===== config.mk =====
export PLATFORM = sky130hd
export DESIGN_NAME = safety_interlock_controller
export DESIGN_NICKNAME = d
export VERILOG_FILES = /design/src/rtl/sic_pkg.sv /design/src/rtl/sic_cfg_regs.sv /design/src/rtl/sic_step.sv /design/src/rtl/safety_interlock_controller.sv
export SDC_FILE = /design/constraint.sdc
export NUM_CORES = 1
export LEC_CHECK = 0
export ABC_CLOCK_PERIOD_IN_PS = 7000
export BUFFER_PORTS_ARGS = -buffer_cell sky130_fd_sc_hd__buf_2
export CAP_MARGIN = 10
export CORE_AREA = 10 10 108 149
export CTS_CLUSTER_SIZE = 30
export DETAILED_ROUTE_END_ITERATION = 7
export DIE_AREA = 0 0 118 159
export PLACE_DENSITY_LB_ADDON = 0.15
export SETUP_SLACK_MARGIN = 0.2
export SLEW_MARGIN = 25
export SYNTH_ARGS = -nofsm -noshare
export SYNTH_HDL_FRONTEND = slang
export SYNTH_SLANG_ARGS = --single-unit
export TNS_END_PERCENT = 30

===== constraint.sdc =====
create_clock -name clk -period 7 [get_ports clk]
set_input_delay 0.35 -clock clk [delete_from_list [all_inputs] [get_ports clk]]
set_output_delay 0.35 -clock clk [all_outputs]
set_load 0.01 [all_outputs]

===== src/rtl/sic_pkg.sv =====
// Shared types, command codes and register indexes for the safety interlock controller.
package sic_pkg;

  // Widths of the configuration port.
  localparam int CFG_INDEX_W = 3;
  localparam int CFG_DATA_W  = 18;

  // Configuration register indexes.
  localparam logic [CFG_INDEX_W-1:0] REG_GAS_LIMIT         = 3'd0;
  localparam logic [CFG_INDEX_W-1:0] REG_LIGHT_LIMIT       = 3'd1;
  localparam logic [CFG_INDEX_W-1:0] REG_POWER_LIMIT       = 3'd2;
  localparam logic [CFG_INDEX_W-1:0] REG_CURRENT_LIMIT     = 3'd3;
  localparam logic [CFG_INDEX_W-1:0] REG_RELAY_ACTIVE_HIGH = 3'd4;

  // Register reset values.
  localparam logic [11:0] GAS_LIMIT_RST     = 12'd250;
  localparam logic [11:0] LIGHT_LIMIT_RST   = 12'd2000;
  localparam logic [17:0] POWER_LIMIT_RST   = 18'd5000;
  localparam logic [16:0] CURRENT_LIMIT_RST = 17'd2000;

  // Operation codes.
  localparam logic OP_SAMPLE  = 1'b0;
  localparam logic OP_COMMAND = 1'b1;

  // Command codes; anything above CMD_RESET_ALARM is ignored.
  localparam logic [3:0] CMD_AUTO        = 4'd0;
  localparam logic [3:0] CMD_MANUAL      = 4'd1;
  localparam logic [3:0] CMD_R1_ON       = 4'd2;
  localparam logic [3:0] CMD_R1_OFF      = 4'd3;
  localparam logic [3:0] CMD_R2_ON       = 4'd4;
  localparam logic [3:0] CMD_R2_OFF      = 4'd5;
  localparam logic [3:0] CMD_BUZZER_OFF  = 4'd6;
  localparam logic [3:0] CMD_RESET_ALARM = 4'd7;

  // Alarm codes.
  localparam logic [1:0] ALARM_NONE     = 2'd0;
  localparam logic [1:0] ALARM_GAS      = 2'd1;
  localparam logic [1:0] ALARM_OVERLOAD = 2'd2;
  localparam logic [1:0] ALARM_SENSOR   = 2'd3;

  // Configuration register file contents.
  typedef struct packed {
    logic [11:0] gas_limit;
    logic [11:0] light_limit;
    logic [17:0] power_limit;
    logic [16:0] current_limit;
    logic        relay_active_high;
  } cfg_t;

  // One input request.
  typedef struct packed {
    logic        operation;
    logic [3:0]  command;
    logic        climate_ok;
    logic        meter_ok;
    logic [11:0] gas_level;
    logic [11:0] light_level;
    logic [16:0] current_ma;
    logic [17:0] power_dw;
  } item_t;

  // Controller state carried from one request to the next.
  typedef struct packed {
    logic        mode_auto;
    logic [1:0]  alarm_latch;
    logic        unsafe_flag;
    logic        load_relay;
    logic        lamp_relay;
    logic        buzzer;
    logic [17:0] held_power;
    logic [16:0] held_current;
  } state_t;

  // One result request.
  typedef struct packed {
    logic       load_on;
    logic       lamp_on;
    logic       load_pin;
    logic       lamp_pin;
    logic       buzzer_on;
    logic [1:0] alarm_code;
    logic       auto_mode;
    logic       danger;
  } result_t;

endpackage


===== src/rtl/sic_cfg_regs.sv =====
// Configuration register file of the safety interlock controller.
module sic_cfg_regs import sic_pkg::*; (
  input  logic                   clk,
  input  logic                   rst,
  input  logic                   wr_en,
  input  logic [CFG_INDEX_W-1:0] wr_index,
  input  logic [CFG_DATA_W-1:0]  wr_data,
  output cfg_t                   cfg
);

  // Write the addressed register; indexes past the list are dropped.
  always_ff @(posedge clk) begin
    if (rst) begin
      cfg.gas_limit         <= GAS_LIMIT_RST;
      cfg.light_limit       <= LIGHT_LIMIT_RST;
      cfg.power_limit       <= POWER_LIMIT_RST;
      cfg.current_limit     <= CURRENT_LIMIT_RST;
      cfg.relay_active_high <= 1'b0;
    end else if (wr_en) begin
      case (wr_index)
        REG_GAS_LIMIT:         cfg.gas_limit         <= wr_data[11:0];
        REG_LIGHT_LIMIT:       cfg.light_limit       <= wr_data[11:0];
        REG_POWER_LIMIT:       cfg.power_limit       <= wr_data[17:0];
        REG_CURRENT_LIMIT:     cfg.current_limit     <= wr_data[16:0];
        REG_RELAY_ACTIVE_HIGH: cfg.relay_active_high <= wr_data[0];
        default: ;
      endcase
    end
  end

endmodule


===== src/rtl/sic_step.sv =====
// Per-request state update and result formatting of the safety interlock controller.
module sic_step import sic_pkg::*; (
  input  cfg_t    cfg,
  input  item_t   item,
  input  state_t  cur,
  output state_t  nxt,
  output result_t res
);

  logic sensor_err;
  logic manual;

  assign sensor_err = !item.climate_ok || !item.meter_ok;
  assign manual     = !cur.mode_auto;

  // Apply one sample or one command to the current state.
  always_comb begin
    nxt = cur;
    if (item.operation == OP_SAMPLE) begin
      // A failed meter read keeps the previous power and current.
      if (item.meter_ok) begin
        nxt.held_current = item.current_ma;
        nxt.held_power   = item.power_dw;
      end
      nxt.unsafe_flag = 1'b0;
      if (sensor_err) begin
        // A sensor error only takes the latch when no other alarm is held.
        if (cur.alarm_latch == ALARM_NONE) begin
          nxt.alarm_latch = ALARM_SENSOR;
        end
      end else begin
        if (item.gas_level > cfg.gas_limit) begin
          nxt.unsafe_flag = 1'b1;
          nxt.alarm_latch = ALARM_GAS;
        end else if (nxt.held_power > cfg.power_limit ||
                     nxt.held_current > cfg.current_limit) begin
          nxt.unsafe_flag = 1'b1;
          nxt.alarm_latch = ALARM_OVERLOAD;
        end
        if (nxt.unsafe_flag) begin
          nxt.buzzer     = 1'b1;
          nxt.load_relay = 1'b0;
          nxt.lamp_relay = 1'b0;
        end else begin
          nxt.buzzer = 1'b0;
        end
      end
      // In auto mode the lamp follows darkness while the sample is safe.
      if (cur.mode_auto && !nxt.unsafe_flag) begin
        nxt.lamp_relay = (item.light_level < cfg.light_limit);
      end
    end else begin
      case (item.command)
        CMD_AUTO:   nxt.mode_auto = 1'b1;
        CMD_MANUAL: nxt.mode_auto = 1'b0;
        CMD_R1_ON: begin
          if (manual) nxt.load_relay = 1'b1;
        end
        CMD_R1_OFF: begin
          if (manual) nxt.load_relay = 1'b0;
        end
        CMD_R2_ON: begin
          if (manual) nxt.lamp_relay = 1'b1;
        end
        CMD_R2_OFF: begin
          if (manual) nxt.lamp_relay = 1'b0;
        end
        CMD_BUZZER_OFF: begin
          if (!cur.unsafe_flag) nxt.buzzer = 1'b0;
        end
        CMD_RESET_ALARM: begin
          if (!cur.unsafe_flag) nxt.alarm_latch = ALARM_NONE;
        end
        default: ;
      endcase
    end
  end

  // Result fields follow the updated state; pins apply the relay polarity.
  always_comb begin
    res.load_on    = nxt.load_relay;
    res.lamp_on    = nxt.lamp_relay;
    res.load_pin   = ~(nxt.load_relay ^ cfg.relay_active_high);
    res.lamp_pin   = ~(nxt.lamp_relay ^ cfg.relay_active_high);
    res.buzzer_on  = nxt.buzzer;
    res.alarm_code = nxt.alarm_latch;
    res.auto_mode  = nxt.mode_auto;
    res.danger     = nxt.unsafe_flag;
  end

endmodule


===== src/rtl/safety_interlock_controller.sv =====
// Top level of the safety interlock controller: request and result registers, state.
// Each accepted request (a sensor sample or a decoded command) yields exactly one
// result. The accepting clock edge loads the request register; from there the request
// passes through the combinational state update into the result register, which
// offers the result. A new request can be accepted every cycle while item_stall is
// low; throughput is then one request per cycle. The result register frees the
// input side while a finished result waits, and item_stall rises only when both
// registers are full and result_stall is high. Configuration writes (cfg_ready is
// always high) should be made while no request is in flight.
module safety_interlock_controller import sic_pkg::*; (
  input  logic                   clk,
  input  logic                   rst,
  // Configuration write channel.
  input  logic                   cfg_valid,
  output logic                   cfg_ready,
  input  logic [CFG_INDEX_W-1:0] cfg_index,
  input  logic [CFG_DATA_W-1:0]  cfg_data,
  // Request channel.
  input  logic                   item_valid,
  output logic                   item_stall,
  input  logic                   operation,
  input  logic [3:0]             command,
  input  logic                   climate_ok,
  input  logic                   meter_ok,
  input  logic [11:0]            gas_level,
  input  logic [11:0]            light_level,
  input  logic [16:0]            current_ma,
  input  logic [17:0]            power_dw,
  // Result channel.
  output logic                   result_valid,
  input  logic                   result_stall,
  output logic                   load_on,
  output logic                   lamp_on,
  output logic                   load_pin,
  output logic                   lamp_pin,
  output logic                   buzzer_on,
  output logic [1:0]             alarm_code,
  output logic                   auto_mode,
  output logic                   danger
);

  cfg_t    cfg;
  item_t   item_reg;
  logic    item_reg_valid;
  logic    item_move;
  logic    item_take;
  state_t  state;
  state_t  state_next;
  result_t step_res;
  result_t res_reg;

  // Configuration registers; writes are always taken.
  assign cfg_ready = 1'b1;

  sic_cfg_regs u_cfg (
    .clk      (clk),
    .rst      (rst),
    .wr_en    (cfg_valid && cfg_ready),
    .wr_index (cfg_index),
    .wr_data  (cfg_data),
    .cfg      (cfg)
  );

  // Handshake: the request register drains whenever the result register can load.
  assign item_move  = item_reg_valid && (!result_valid || !result_stall);
  assign item_stall = item_reg_valid && !item_move;
  assign item_take  = item_valid && !item_stall;

  // Request register.
  always_ff @(posedge clk) begin
    if (rst) begin
      item_reg_valid <= 1'b0;
    end else if (item_take) begin
      item_reg_valid <= 1'b1;
    end else if (item_move) begin
      item_reg_valid <= 1'b0;
    end
  end

  always_ff @(posedge clk) begin
    if (item_take) begin
      item_reg.operation   <= operation;
      item_reg.command     <= command;
      item_reg.climate_ok  <= climate_ok;
      item_reg.meter_ok    <= meter_ok;
      item_reg.gas_level   <= gas_level;
      item_reg.light_level <= light_level;
      item_reg.current_ma  <= current_ma;
      item_reg.power_dw    <= power_dw;
    end
  end

  // State update for the request in the request register.
  sic_step u_step (
    .cfg  (cfg),
    .item (item_reg),
    .cur  (state),
    .nxt  (state_next),
    .res  (step_res)
  );

  // Controller state.
  always_ff @(posedge clk) begin
    if (rst) begin
      state.mode_auto    <= 1'b1;
      state.alarm_latch  <= ALARM_NONE;
      state.unsafe_flag  <= 1'b0;
      state.load_relay   <= 1'b0;
      state.lamp_relay   <= 1'b0;
      state.buzzer       <= 1'b0;
      state.held_power   <= '0;
      state.held_current <= '0;
    end else if (item_move) begin
      state <= state_next;
    end
  end

  // Result register.
  always_ff @(posedge clk) begin
    if (rst) begin
      result_valid <= 1'b0;
    end else if (item_move) begin
      result_valid <= 1'b1;
    end else if (!result_stall) begin
      result_valid <= 1'b0;
    end
  end

  always_ff @(posedge clk) begin
    if (item_move) begin
      res_reg <= step_res;
    end
  end

  assign load_on    = res_reg.load_on;
  assign lamp_on    = res_reg.lamp_on;
  assign load_pin   = res_reg.load_pin;
  assign lamp_pin   = res_reg.lamp_pin;
  assign buzzer_on  = res_reg.buzzer_on;
  assign alarm_code = res_reg.alarm_code;
  assign auto_mode  = res_reg.auto_mode;
  assign danger     = res_reg.danger;

`ifndef SYNTHESIS
  // An unsafe state always keeps the buzzer sounding.
  assert property (@(posedge clk) disable iff (rst) state.unsafe_flag |-> state.buzzer)
    else $error("unsafe state without buzzer");

  // An unsafe state always holds a gas or overload alarm.
  assert property (@(posedge clk) disable iff (rst)
    state.unsafe_flag |-> (state.alarm_latch == ALARM_GAS ||
                           state.alarm_latch == ALARM_OVERLOAD))
    else $error("unsafe state without gas or overload alarm");

  // An accepted request always lands in the request register.
  assert property (@(posedge clk) disable iff (rst) item_take |=> item_reg_valid)
    else $error("accepted request lost");
`endif

endmodule


# Word-level counts from Yosys, hierarchy flattened
# Index checks and enable logic that the tools add are counted.
# W data, S select, Z words.
dict set report word_totals {
  ff_bits 179
  in_bits 92
}
dict set report op_classes {
  magnitude_cmp 4
  n_eq_ne 12
  muxes 32
  n_bitwise 5
  n_reduce_logical 24
}
# operator count
set ops {}
lappend ops {{$mux W35} 2}
lappend ops {{$gt A18 B18 Y1} 1}
lappend ops {{$gt A17 B17 Y1} 1}
lappend ops {{$eq A4 B3 Y1 const B} 4}
lappend ops {{$mux W3} 5}
lappend ops {{$mux W1} 14}
lappend ops {{$gt A12 B12 Y1} 1}
lappend ops {{$lt A12 B12 Y1} 1}
lappend ops {{$mux W2} 6}
lappend ops {{$reduce_and A2 Y1} 6}
lappend ops {{$eq A4 B2 Y1 const B} 2}
lappend ops {{$mux W4} 2}
lappend ops {{$logic_not A1 Y1} 7}
lappend ops {{$eq A3 B2 Y1 const B} 2}
lappend ops {{$pmux W1 S2} 3}
lappend ops {{$eq A4 B1 Y1 const B} 1}
lappend ops {{$logic_and A1 B1 Y1} 4}
lappend ops {{$logic_not A4 Y1} 1}
lappend ops {{$eq A3 B1 Y1 const B} 1}
lappend ops {{$eq A3 B3 Y1 const B} 1}
lappend ops {{$logic_not A3 Y1} 1}
lappend ops {{$logic_or A1 B1 Y1} 3}
lappend ops {{$not A1 Y1} 3}
lappend ops {{$logic_not A2 Y1} 1}
lappend ops {{3 further kinds} 4}

# Depth between registers and ports, before layout
# Gate-level depths: netlist (run 1).
dict set report depth {
  depth_word 17
  mapped_depth 11
  depth_no_buf 9
}

# By module
# Synthesis (run 1) repeated with hierarchy kept, for this count alone.
dict set report hier_totals {
  hier_cells 842
  area_unflattened_um2 9359.0
}
# module instances cells_per_inst area_per_inst_um2
set modules_own_cells {}
lappend modules_own_cells {safety_interlock_controller 1 269 4256.6}
lappend modules_own_cells {sic_step 1 344 2678.8}
lappend modules_own_cells {sic_cfg_regs 1 229 2423.6}

# Least setup slack after synthesis (run 1)
# OpenSTA, ideal clock, no wires.
dict set report synth_path {
  kind {input port to flip-flop}
  start {input port result_stall}
  end {register item_reg[0] (netlist bit), enable pin}
  setup_time_ps 498
  t_arrival_ps 3525
  required_ps 6502
  path_slack_ps 2977
  path_stages 2
  path_cell_list {and3_1 -> nor2b_1}
}
dict set report synth_between {
  elab_chain_cells 7
}
# element line_no
set synth_lines {}
lappend synth_lines {{start, declared} safety_interlock_controller.sv:31} ;# input logic result_stall,
lappend synth_lines {{$logic_not A1 Y1} n/a}
lappend synth_lines {{$logic_or A1 B1 Y1} safety_interlock_controller.sv:65} ;# assign item_move = item_reg_valid && (!result_valid || !result_stall);
lappend synth_lines {{$logic_and A1 B1 Y1} safety_interlock_controller.sv:65}
lappend synth_lines {{$logic_not A1 Y1} safety_interlock_controller.sv:66} ;# assign item_stall = item_reg_valid && !item_move;
lappend synth_lines {{$logic_and A1 B1 Y1} safety_interlock_controller.sv:66}
lappend synth_lines {{$logic_not A1 Y1} safety_interlock_controller.sv:67} ;# assign item_take = item_valid && !item_stall;
lappend synth_lines {{$logic_and A1 B1 Y1} safety_interlock_controller.sv:67}
lappend synth_lines {{via item_take} safety_interlock_controller.sv:46} ;# logic item_take;
lappend synth_lines {{end, declared} safety_interlock_controller.sv:43} ;# item_t item_reg;
# The timed path passes the listed nets, and every way through them passes these cells.
# A chain may end at the register's enable or synchronous reset.

==> reports/summary.txt, run 1 <==
Status - finished, violations left
Violated checks - DRC
RSZ-0062 raised after global routing - false
Gate power share - 9.3%
DR vias - 6189
Grt total ovfl - 0
DRT antenna net count - 0
Fillers - 1042
Final WS setup - 3.505 ns
Worst path buffer plus inverter count - 1
Worst Setup Slack post-DPL - 3.524 ns
Critical path fanouts, max - 37
Cell area after synthesis - 8078 µm²
Die Wd - 118 µm
Synthesized instance count - 799
Gpl congestion - 0.8688
CP delay by family, top - simple AND/OR/NAND/NOR gates
Post_cts resized - 0
# H-tree levels - 4
Hold_buf cts - 0
Most frequent cells in the layout - 137 x nand2_1, 104 x dfxtp_1, 102 x buf_2, 93 x a21oi_1, 75 x edfxtp_1
Synth Area per Inst - 10.11 µm²
Largest net degree at the start of global routing - 81
Clock power share - 41.0%
Commonest non-fill, non-tap cell in the layout - nand2_1
#FFs+latches synth - 179
FF+latch area - 4334 µm²
Top FF cell, synth - dfxtp_1
Die area - 18760 µm²
Worst path cell trace - buf_4, mux2_2, ha_1, nand4_2, or4_4, nor2_1, nand2_1, a22oi_4, a21oi_1, a22o_1
Worst path slowest cell - or4_4
Max Cap Viol - 0
Final net count - 1039
Root buffer cell - clkbuf_16
Initial antenna violation count - 0
Buffers added on ports - 102
Worst min-delay path class - primary input to flop
Largest stage delay, worst path - 0.58 ns
Worst Path Arrival - 3.68 ns
Die H - 159 µm
Setup TNS - 0 ns
Worst Setup Start Kind - flop
Final setup violation count - 0
Fmax - 0.2861 GHz
Count of pins over their slew limit - 0
Setup CP Type - flop to flop
Number of CTS-inserted buffers - 17
DR vias/cell - 5.709
Flop-to-flop setup slack - 3.50 ns
Setup Fix Bufs, Post-CTS - 0
EDFF count, synth - 75
Power share of the sequential group - 49.7%
Mapped Nets - 949
Synth warn - 0
Vias in the first global route - 6518
# DRC - 1
DR iter-0 viols - 385
Site Rows - 50
Wire length of the first global-routing pass - 31620 µm
Internal power - 1770 µW
Worst EP required - 7.19 ns
Area grow syn2layout - 15.52%
Part of the cycle the worst path needs - 49.93%
CTS tree - built
DRT Pass-1 Iters - 7
Top Ports - 104
Pwr Density - 248.0 nW/µm²
Ant diodes - 0
Hpwl dp - 13560 µm
Worst Tran Pin Value - 1.077 ns
Post-synth cell types - 54
CP Capture Type - flop
Post-synth ARST share - 0%
Peak supply drop - 0.0001730 V
Slew HR - 27.59%
Leak - 0.003700 µW
Sequential-to-total area share from yosys stat - 53.66%
Minimum clock period - 3.495 ns
Sw Share - 23.52%
Final Hold Viols - 0
DRT Wirelength - 19370 µm
Max reg flops - 66
Avg WL per Cell - 17.86 µm
NetSw - 544.3 µW
Total core area - 13260 µm²
Layout cells sized above 1 - 20.51%
Clock Latency Late Sink - 0.44 ns
Clk_skew - 0.007719 ns
Clk buf depth - 2
Initial core utilization - 60.91%
Area occupied by multi-input gates - 3367 µm²
All-Layer GR Usage - 20.72%
Clock sink count - 179
Worst-path clk slew - 0.07 ns
==> per-layer routing <==
layer / global-route usage (%) / wire length, µm / up-vias
li1: - / - / 3014
met1: 22.96 / 7776 / 2943
met2: 36.76 / 10110 / 195
met3: 5.353 / 1009 / 37
met4: 8.455 / 469 / 0
met5: 0 / 0 / -
==> power groups by stage <==
stage	Sequential, µW	Clock [µW]	Combinational (µW)
after detailed placement	1170	0	212
final	1150	950	215
after floorplan	1170	0	134
after global placement	1170	0	202
after CTS	1150	961	214
after global routing	1150	1020	239
==> path summary, 6_finish.rpt <==
| check | start | endpoint | cells past startpoint |
|---|---|---|---|
| worst max-delay path | item_reg[59] | buzzer_on | 10 |
| worst min-delay path | current_ma[6] | item_reg[24] | 1 |
| worst max register to register | item_reg[59] | buzzer_on | 10 |
| worst min register to register | u_cfg.cfg[20] | u_cfg.cfg[20] | 2 |
==> synthesized netlist by cell type (all sizes together) (2+ instances only) <==
master   number  area (µm²)
a22o          2       18.77
buf           5       22.52
and3          2       12.51
nor2         25       93.84
o2111ai       2       17.52
or2           2       12.51
nand3        10       50.05
o22ai         2       12.51
a21boi        2       15.01
nand2       138       520.5
ha           58       725.7
clkbuf       34       127.6
o31ai         4       30.03
nor3          5       25.02
mux2i        10       100.1
o21a          2       15.01
nor2b         4       25.02
a32o          2       20.02
mux2         33       371.6
nand2b        4       25.02
and2          2       12.52
nand4        12       81.33
o21ai        45       225.2
o31a          3       26.28
edfxtp       75        2252
a22oi         2       28.78
a21oi        93       465.5
inv          62       232.7
dfxtp       104        2082
a211oi        6       45.04
o311a         2       20.02
o211ai       29       222.7
nor4b         2       17.52
a21o          4       31.28
==> cell type report <==
type / instances / share of cell area, %
Clock buffer: 20 / 5.001
Tap cell: 182 / 2.440
Timing Repair Buffer: 110 / 6.114
Inverter: 63 / 2.534
Clock inverter: 12 / 1.381
Multi-Input combinational cell: 518 / 36.08
Sequential cell: 179 / 46.45
==> stage by stage <==
| step | hold WS, ns | std cells | cell area [µm²] | total power, µW | utilization (%) |
|---|---|---|---|---|---|
| floorplan | 0.4363 | 799 | 8078 | 1302 | - |
| global placement | 0.4455 | 1052 | 8736 | 1373 | 65.87 |
| detailed placement | 0.4515 | 1052 | 8736 | 1384 | 65.87 |
| CTS | 0.07347 | 1084 | 9331 | 2325 | 70.36 |
| global route | 0.06625 | 1084 | 9331 | 2408 | 70.36 |
| finish | 0.08344 | 1084 | 9331 | 2314 | 70.36 |
==> cells by family (layout without fill, tap and decap cells) <==
logic type               count (synthesis)  count (layout)  synth area share (%)
XOR/XNOR                                 1               1                0.1084
buffers and inverters                  102             205                 4.786
adder cells (fa/ha/maj)                 58              58                 8.984
other                                    1               1               0.04642
flip-flops                             179             179                 53.66
multiplexers                            43              43                 5.840
AND/OR/NAND/NOR                        210             210                 11.26
AO/OA/AOI/OAI                          205             205                 15.32
Power figures use the tool's default switching activity.
==> run 2, diff against run 1 <==
ABC_AREA = 1   (was default)
ABC_CLOCK_PERIOD_IN_PS = 3230   (was 7000)
CORE_AREA = 10 10 111 153   (was 10 10 108 149)
DIE_AREA = 0 0 121 163   (was 0 0 118 159)
clock period = 3.23 ns   (was 7 ns; I/O delays follow)
==> reports/summary.txt, run 2 <==
CP delay by family, top - simple AND/OR/NAND/NOR gates
Top Ports - 104 (unchanged)
CTS tree - built
DRT Pass-1 Iters - 5 (-2)
Setup CP Type - flop to flop
Area grow syn2layout - 23.61%
# H-tree levels - 4 (unchanged)
Mapped Nets - 1042 (+9.8%)
Initial antenna violation count - 0 (unchanged)
Buffers added on ports - 102 (unchanged)
Worst min-delay path class - primary input to flop
Worst path buffer plus inverter count - 1 (unchanged)
Slew HR - 44.13% (+17 points)
Worst hold slack - 0.02620 ns (-0.05724 ns)
Clock sink count - 179 (unchanged)
Count of pins over their slew limit - 0 (unchanged)
#FFs+latches synth - 179 (unchanged)
DRT antenna net count - 0 (unchanged)
Post-synth top area share - 28.04% (+0.16 points)
R2R Path Start - item_reg[59]
Final net count - 1200 (+15%)
Synth warn - 0 (unchanged)
Clock power share - 38.4% (-2.6 points)
Grt total ovfl - 0 (unchanged)
Metal3 WL - 866 µm (-14%)
Sequential-to-total area share from yosys stat - 53.96% (+0.30 points)
Wire length of the first global-routing pass - 30050 µm (-5.0%)
Sw Share - 23.62% (+0.092 points)
Synth Area per Inst - 9.005 µm² (-11%)
Most frequent cells in the layout - 143 x nand2_1, 139 x inv_1, 115 x o21ai_0, 106 x a21oi_1, 104 x dfxtp_1
Hold depth - 3 (+2)
Synthesized instance count - 892 (+12%)
Post-synth cell types - 32 (-41%)
Final setup violation count - 0 (unchanged)
Largest net degree at the start of global routing - 71 (-12%)
Post-synth ARST share - 0% (unchanged)
# DRC - 0 (-1)
Hold Path End - item_reg_valid
Cells on worst reg2reg path - 13 (+3)
Avg WL per Cell - 14.46 µm (-19%)
Worst Tran Pin Value - 0.8380 ns (-0.2389 ns)
CP Capture Type - flop
Peak supply drop - 0.0003486 V (+100%)
Max Cap Viol - 0 (unchanged)
DR iter-0 viols - 444 (+15%)
Hpwl dp - 12400 µm (-8.6%)
Vias in the first global route - 6264 (-3.9%)
Minimum clock period - 2.544 ns (-0.9515 ns)
Die Wd - 121 µm (+2.5%)
Worst EP required - 3.40 ns (-3.79 ns)
Uppermost layer routed - met4
M1 wire length - 7662 µm (-1.5%)
Initial core utilization - 56.38% (-4.5 points)
Worst-path clk slew - 0.06 ns (about the same)
Gate power share - 11.4% (+2.1 points)
Post-synth top area cell - edfxtp_1
Die area - 19720 µm² (+5.1%)
Total core area - 14250 µm² (+7.4%)
Worst path cell trace - buf_12, o21ai_0, ha_1, a21oi_1, nand2_1, a21oi_1, nand3_2, nand2_2, nand3_2, nand2_2, nand3_2, nand2_1, nand2_1
Total chip power - 5020 µW (+120%)
Ant diodes - 0 (unchanged)
Root buffer cell - clkbuf_16
Setup Fix Bufs, Post-CTS - 0 (unchanged)
Most common cell in the netlist - nand2_1
Number of CTS-inserted buffers - 17 (unchanged)
Worst Path Arrival - 2.72 ns (-0.96 ns)
Status - finished clean
RSZ-0062 raised after global routing - false
NetSw - 1185 µW (+120%)
Leak - 0.004376 µW (+18%)
Top post-synthesis cells by area - edfxtp_1 28%, dfxtp_1 26%, ha_1 9.0%
Top FF cell, synth - dfxtp_1
Commonest non-fill, non-tap cell in the layout - nand2_1
Pwr Density - 505.5 nW/µm² (+100%)
FF+latch area - 4334 µm² (unchanged)
Worst path slowest cell - edfxtp_1
Hold path start - item_valid
Setup TNS - 0 ns (unchanged)
DR vias - 6284 (+1.5%)
Fillers - 1120 (+7.5%)
Worst Setup Start Kind - flop
Clk_skew - 0.01660 ns (+0.008879 ns)
Critical path fanouts, max - 69 (+86%)
Fmax - 0.3931 GHz (+37%)
Gpl congestion - 0.8731 (+0.49%)
Post_cts resized - 0 (unchanged)
Clock Latency Late Sink - 0.43 ns (about the same)
Area occupied by multi-input gates - 3007 µm² (-11%)
All-Layer GR Usage - 18.97% (-1.8 points)
Max reg flops - 66 (unchanged)
Internal power - 3834 µW (+120%)
Site Rows - 52 (+4.0%)
Clk buf depth - 2 (unchanged)
Die H - 163 µm (+2.5%)
Commonest cells in the synthesized netlist - 143 x nand2_1, 140 x inv_1, 115 x o21ai_0, 106 x a21oi_1, 104 x dfxtp_1
EDFF count, synth - 75 (unchanged)
Reg-to-Reg End - lamp_pin
DRT Wirelength - 18110 µm (-6.5%)
Largest stage delay, worst path - 0.41 ns (-0.17 ns)
Final Hold Viols - 0 (unchanged)
Layout cells sized above 1 - 14.96% (-5.6 points)
DR vias/cell - 5.019 (-12%)
Met2 wire len - 9316 µm (-7.8%)
Cell area after synthesis - 8033 µm² (-0.56%)
Power share of the sequential group - 50.2% (+0.5 points)
Part of the cycle the worst path needs - 78.75% (+29 points)
Flop-to-flop setup slack - 0.69 ns (-2.82 ns)
-- run 2: cell count changes after synthesis, sizes merged, moves of 11 or more --
| cell | before | now |
|---|---|---|
| inv | 62 | 144 |
| o211ai | 29 | 17 |
| nor2 | 25 | 41 |
| mux2 | 33 | 0 |
| nand2 | 138 | 149 |
| a21oi | 93 | 106 |
| o21ai | 45 | 121 |
-- run 2: metal layers --
metal	GRT usage, %	vias up
met4	6.161	0
met2	33.13	128
met3	5.170	21
met1	21.84	2853
li1	-	3282
met5	0	-
-- run 2: per-stage QoR --
| stage | setup slack, ns | util (%) | instances | area [µm²] |
|---|---|---|---|---|
| 3_3_place_gp | 0.7864 | 61.07 | 1153 | 8702 |
| 3_5_place_dp | 0.7367 | 61.07 | 1153 | 8702 |
| 5_1_grt | 0.4756 | 69.69 | 1252 | 9930 |
| 4_1_cts | 0.7048 | 69.68 | 1252 | 9928 |
| 2_1_floorplan | 0.8600 | - | 892 | 8033 |
| 6_report | 0.6862 | 69.69 | 1252 | 9930 |
-- run 2: worst max-delay path by stage --
stage | startpoint | endpoint | slack [ns] | cells after the start
finish | item_reg[59] | lamp_pin | 0.69 | 13
global route | result_valid | state[21] | 0.48 | 8
CTS | item_reg[59] | lamp_pin | 0.70 | 13
detailed placement | item_reg[59] | lamp_pin | 0.74 | 15
global placement | item_reg[59] | lamp_pin | 0.79 | 14
floorplan | item_reg[59] | load_pin | 0.86 | 18
-- run 2: cells by family (layout without fill, tap and decap cells) --
family,after synthesis,in the layout,share of synthesized area [%]
AO/OA/AOI/OAI,251,251,16.36
AND/OR/NAND/NOR,220,220,11.74
buffers and inverters,181,352,8.614
flip-flops,179,179,53.96
adder cells (fa/ha/maj),58,58,9.034
multiplexers,2,2,0.2492
other,1,1,0.04668
-- run 2: power by group through the flow --
stage                     combinational [µW]  sequential, µW  clock (µW)
after floorplan                          338            2560           0
after global placement                   493            2570           0
after detailed placement                 506            2570           0
after CTS                                575            2520        1960
after global routing                     661            2530        2060
final                                    571            2520        1930
-- run 2: worst reg2reg max path, stage by stage, from the launching register on --
cell and delay, ns:
edfxtp_1 0.41, buf_12 0.22, o21ai_0 0.30, ha_1 0.31
a21oi_1 0.17, nand2_1 0.08, a21oi_1 0.21, nand3_2 0.10
nand2_2 0.08, nand3_2 0.11, nand2_2 0.10, nand3_2 0.08
nand2_1 0.07, nand2_1 0.05
-- run 2: cell type report --
type                            count  area share, %
Multi-Input combinational cell    532          30.28
Tap cell                          189          2.382
Timing Repair Buffer              175          12.60
Sequential cell                   179          43.65
Clock inverter                     10         0.8191
Clock buffer                       22          4.776
Inverter                          145          5.494
-- run 2: timing repair --
| action | in CTS | in global routing |
|---|---|---|
| endpoints found under the hold margin | 67 | 0 |
| hold buffers | 67 | 0 |
| setup endpoints to repair | 0 | 0 |
==> run 3, diff against run 2 <==
ABC_CLOCK_PERIOD_IN_PS = 2080   (was 3230)
CORE_AREA = 10 10 117 161   (was 10 10 111 153)
DIE_AREA = 0 0 127 171   (was 0 0 121 163)
clock period = 2.08 ns   (was 3.23 ns; I/O delays follow)
==> reports/summary.txt, run 3 (synthesis gave the netlist of run 2 again) <==
Buffers added on ports - 102 (unchanged)
Slew HR - 56.80% (+13 points)
Violated checks - setup timing
Avg WL per Cell - 14.66 µm (+1.4%)
Max Cap Viol - 0 (unchanged)
Most frequent cells in the layout - 138 x inv_1, 131 x nand2_1, 103 x dfxtp_1, 102 x a21oi_1, 102 x buf_2
Worst Path Arrival - 2.65 ns (-0.07 ns)
Hpwl dp - 12540 µm (+1.1%)
Setup CP Type - flop to flop
Worst Setup Start Kind - flop
DR iter-0 viols - 396 (-11%)
Worst-path clk slew - 0.06 ns (about the same)
# DRC - 0 (unchanged)
Worst Tran Pin Value - 0.6473 ns (-0.1908 ns)
Critical path fanouts, max - 11 (-84%)
DRT Wirelength - 18950 µm (+4.7%)
Final Instance Area - 10590 µm² (+6.7%)
Max reg flops - 66 (unchanged)
All-Layer GR Usage - 16.75% (-2.2 points)
Leak - 0.004618 µW (+5.5%)
Post-Place Cell Area - 8822 µm² (+1.4%)
Area grow syn2layout - 31.87%
Wire length of the first global-routing pass - 29500 µm (-1.8%)
Total chip power - 8258 µW (+65%)
Part of the cycle the worst path needs - 118.9% (+40 points)
Initial core utilization - 50.31% (-6.1 points)
Final Hold Viols - 0 (unchanged)
Status - finished, violations left
CP Capture Type - flop
Final setup violation count - 14 (+14)
Root buffer cell - clkbuf_16
Minimum clock period - 2.473 ns (-0.07093 ns)
Vias in the first global route - 6131 (-2.1%)
Largest net degree at the start of global routing - 71 (unchanged)
Die area - 21720 µm² (+10%)
Final WS setup - -0.3928 ns (-1.079 ns)
Clock sink count - 179 (unchanged)
Gpl congestion - 0.8436 (-3.4%)
Clk buf depth - 2 (unchanged)
Clock Latency Late Sink - 0.42 ns (about the same)
Site Rows - 55 (+5.8%)
Ant diodes - 0 (unchanged)
Worst EP required - 2.26 ns (-1.14 ns)
DR vias - 6404 (+1.9%)
Pwr Density - 779.6 nW/µm² (+54%)
RSZ-0062 raised after global routing - true
Fmax - 0.4044 GHz (+2.9%)
Crit path top cell by count - nand2_1
Total core area - 15970 µm² (+12%)
Worst path cell trace - buf_6, clkbuf_16, o21ai_2, ha_1, a21o_1, nor2_1, nand2_1, nand2_1, nand2_1, nand2_2, nand3_4, nand2_4, nand3_4, nand2_2, nand2_1
Number of CTS-inserted buffers - 17 (unchanged)
Worst hold slack - 0.01159 ns (-0.01461 ns)
Largest stage delay, worst path - 0.39 ns (-0.02 ns)
Peak supply drop - 0.0004954 V (+42%)
Die H - 171 µm (+4.9%)
Die Wd - 127 µm (+5.0%)
Grt total ovfl - 0 (unchanged)
CTS tree - built
Initial antenna violation count - 0 (unchanged)
DRT antenna net count - 0 (unchanged)
Layout cells sized above 1 - 20.11% (+5.2 points)
# H-tree levels - 4 (unchanged)
Flop-to-flop setup slack - -0.39 ns (-1.08 ns)
Commonest non-fill, non-tap cell in the layout - inv_1
Clk_skew - 0.008445 ns (-0.008152 ns)
Final net count - 1231 (+2.6%)
Top Ports - 104 (unchanged)
DR vias/cell - 4.953 (-1.3%)
Count of pins over their slew limit - 0 (unchanged)
DRT Pass-1 Iters - 5 (unchanged)
Worst path slowest cell - edfxtp_1
Worst min-delay path class - primary input to flop
## run 3: cell count changes in the layout (fill, tap and decap cells not counted), moves of 4 or more
| cell | delta |
|---|---|
| nor2_1 | -4 |
| dlygate4sd3_1 | +13 |
| nand2_4 | +6 |
| o21ai_2 | +16 |
| o21ai_0 | -31 |
| nand2_2 | +6 |
| o21ai_1 | +14 |
| buf_4 | +9 |
| nand2_1 | -12 |
| nor2_4 | +5 |
| a21oi_2 | +4 |
| a21oi_1 | -4 |
## run 3: where the power goes
part           switching [µW]  internal (µW)
registers                60.7           3850
logic                     585            462
clock network            1290           2010
total                    1940           6320
## run 3: metal layers
| layer | share of wire [%] | GRT usage [%] |
|---|---|---|
| met5 | 0 | 0 |
| met4 | 1.2 | 4.318 |
| met3 | 4.0 | 4.551 |
| met2 | 52 | 29.82 |
| met1 | 43 | 19.31 |
## run 3: stage by stage
step                      util, %  instances  TNS (ns)  worst slack [ns]
after floorplan                 -        892   -0.8067           -0.1712
after global placement      55.26       1173    -3.236           -0.3552
after detailed placement    55.26       1173    -3.880           -0.4248
after CTS                   64.22       1285    -3.189           -0.3492
after global routing        66.35       1293    -5.793           -0.5316
final                       66.35       1293    -3.778           -0.3928
## run 3: layout make-up
| cell class | count | area [µm²] |
|---|---|---|
| Clock buffer | 23 | 488.0 |
| Clock inverter | 9 | 126.4 |
| Timing Repair Buffer | 206 | 1608 |
| Inverter | 145 | 548.0 |
| Sequential cell | 179 | 4335 |
| Tap cell | 199 | 249.0 |
| Multi-Input combinational cell | 532 | 3238 |
| Fill cell | 1306 | 5373 |
## run 3: final timing paths
kind           startpoint       endpoint  cells past startpoint
min reg2reg     state[18]      state[18]                      2
min           cfg_data[8]  u_cfg.cfg[26]                      3
max          item_reg[59]       lamp_pin                     15
max reg2reg  item_reg[59]       lamp_pin                     15
## run 3: what timing repair did
item                                    in CTS  in global routing
gates resized for setup                     14                 74
gates cloned                                 0                  4
hold buffers                                80                  0
endpoints found under the hold margin       87                  0
setup buffers                                0                  4
pin swaps                                    0                 29
endpoints found under the setup margin      14                 14
## run 3: critical path, delay by kind of cell, from the launching register on
kind / cells / cell delay (ns)
adders and majority gates: 1 / 0.26
buffers and inverters: 2 / 0.36
DFF: 1 / 0.39
AOI/OAI and AO/OA: 2 / 0.34
and+or+nand+nor: 10 / 0.86
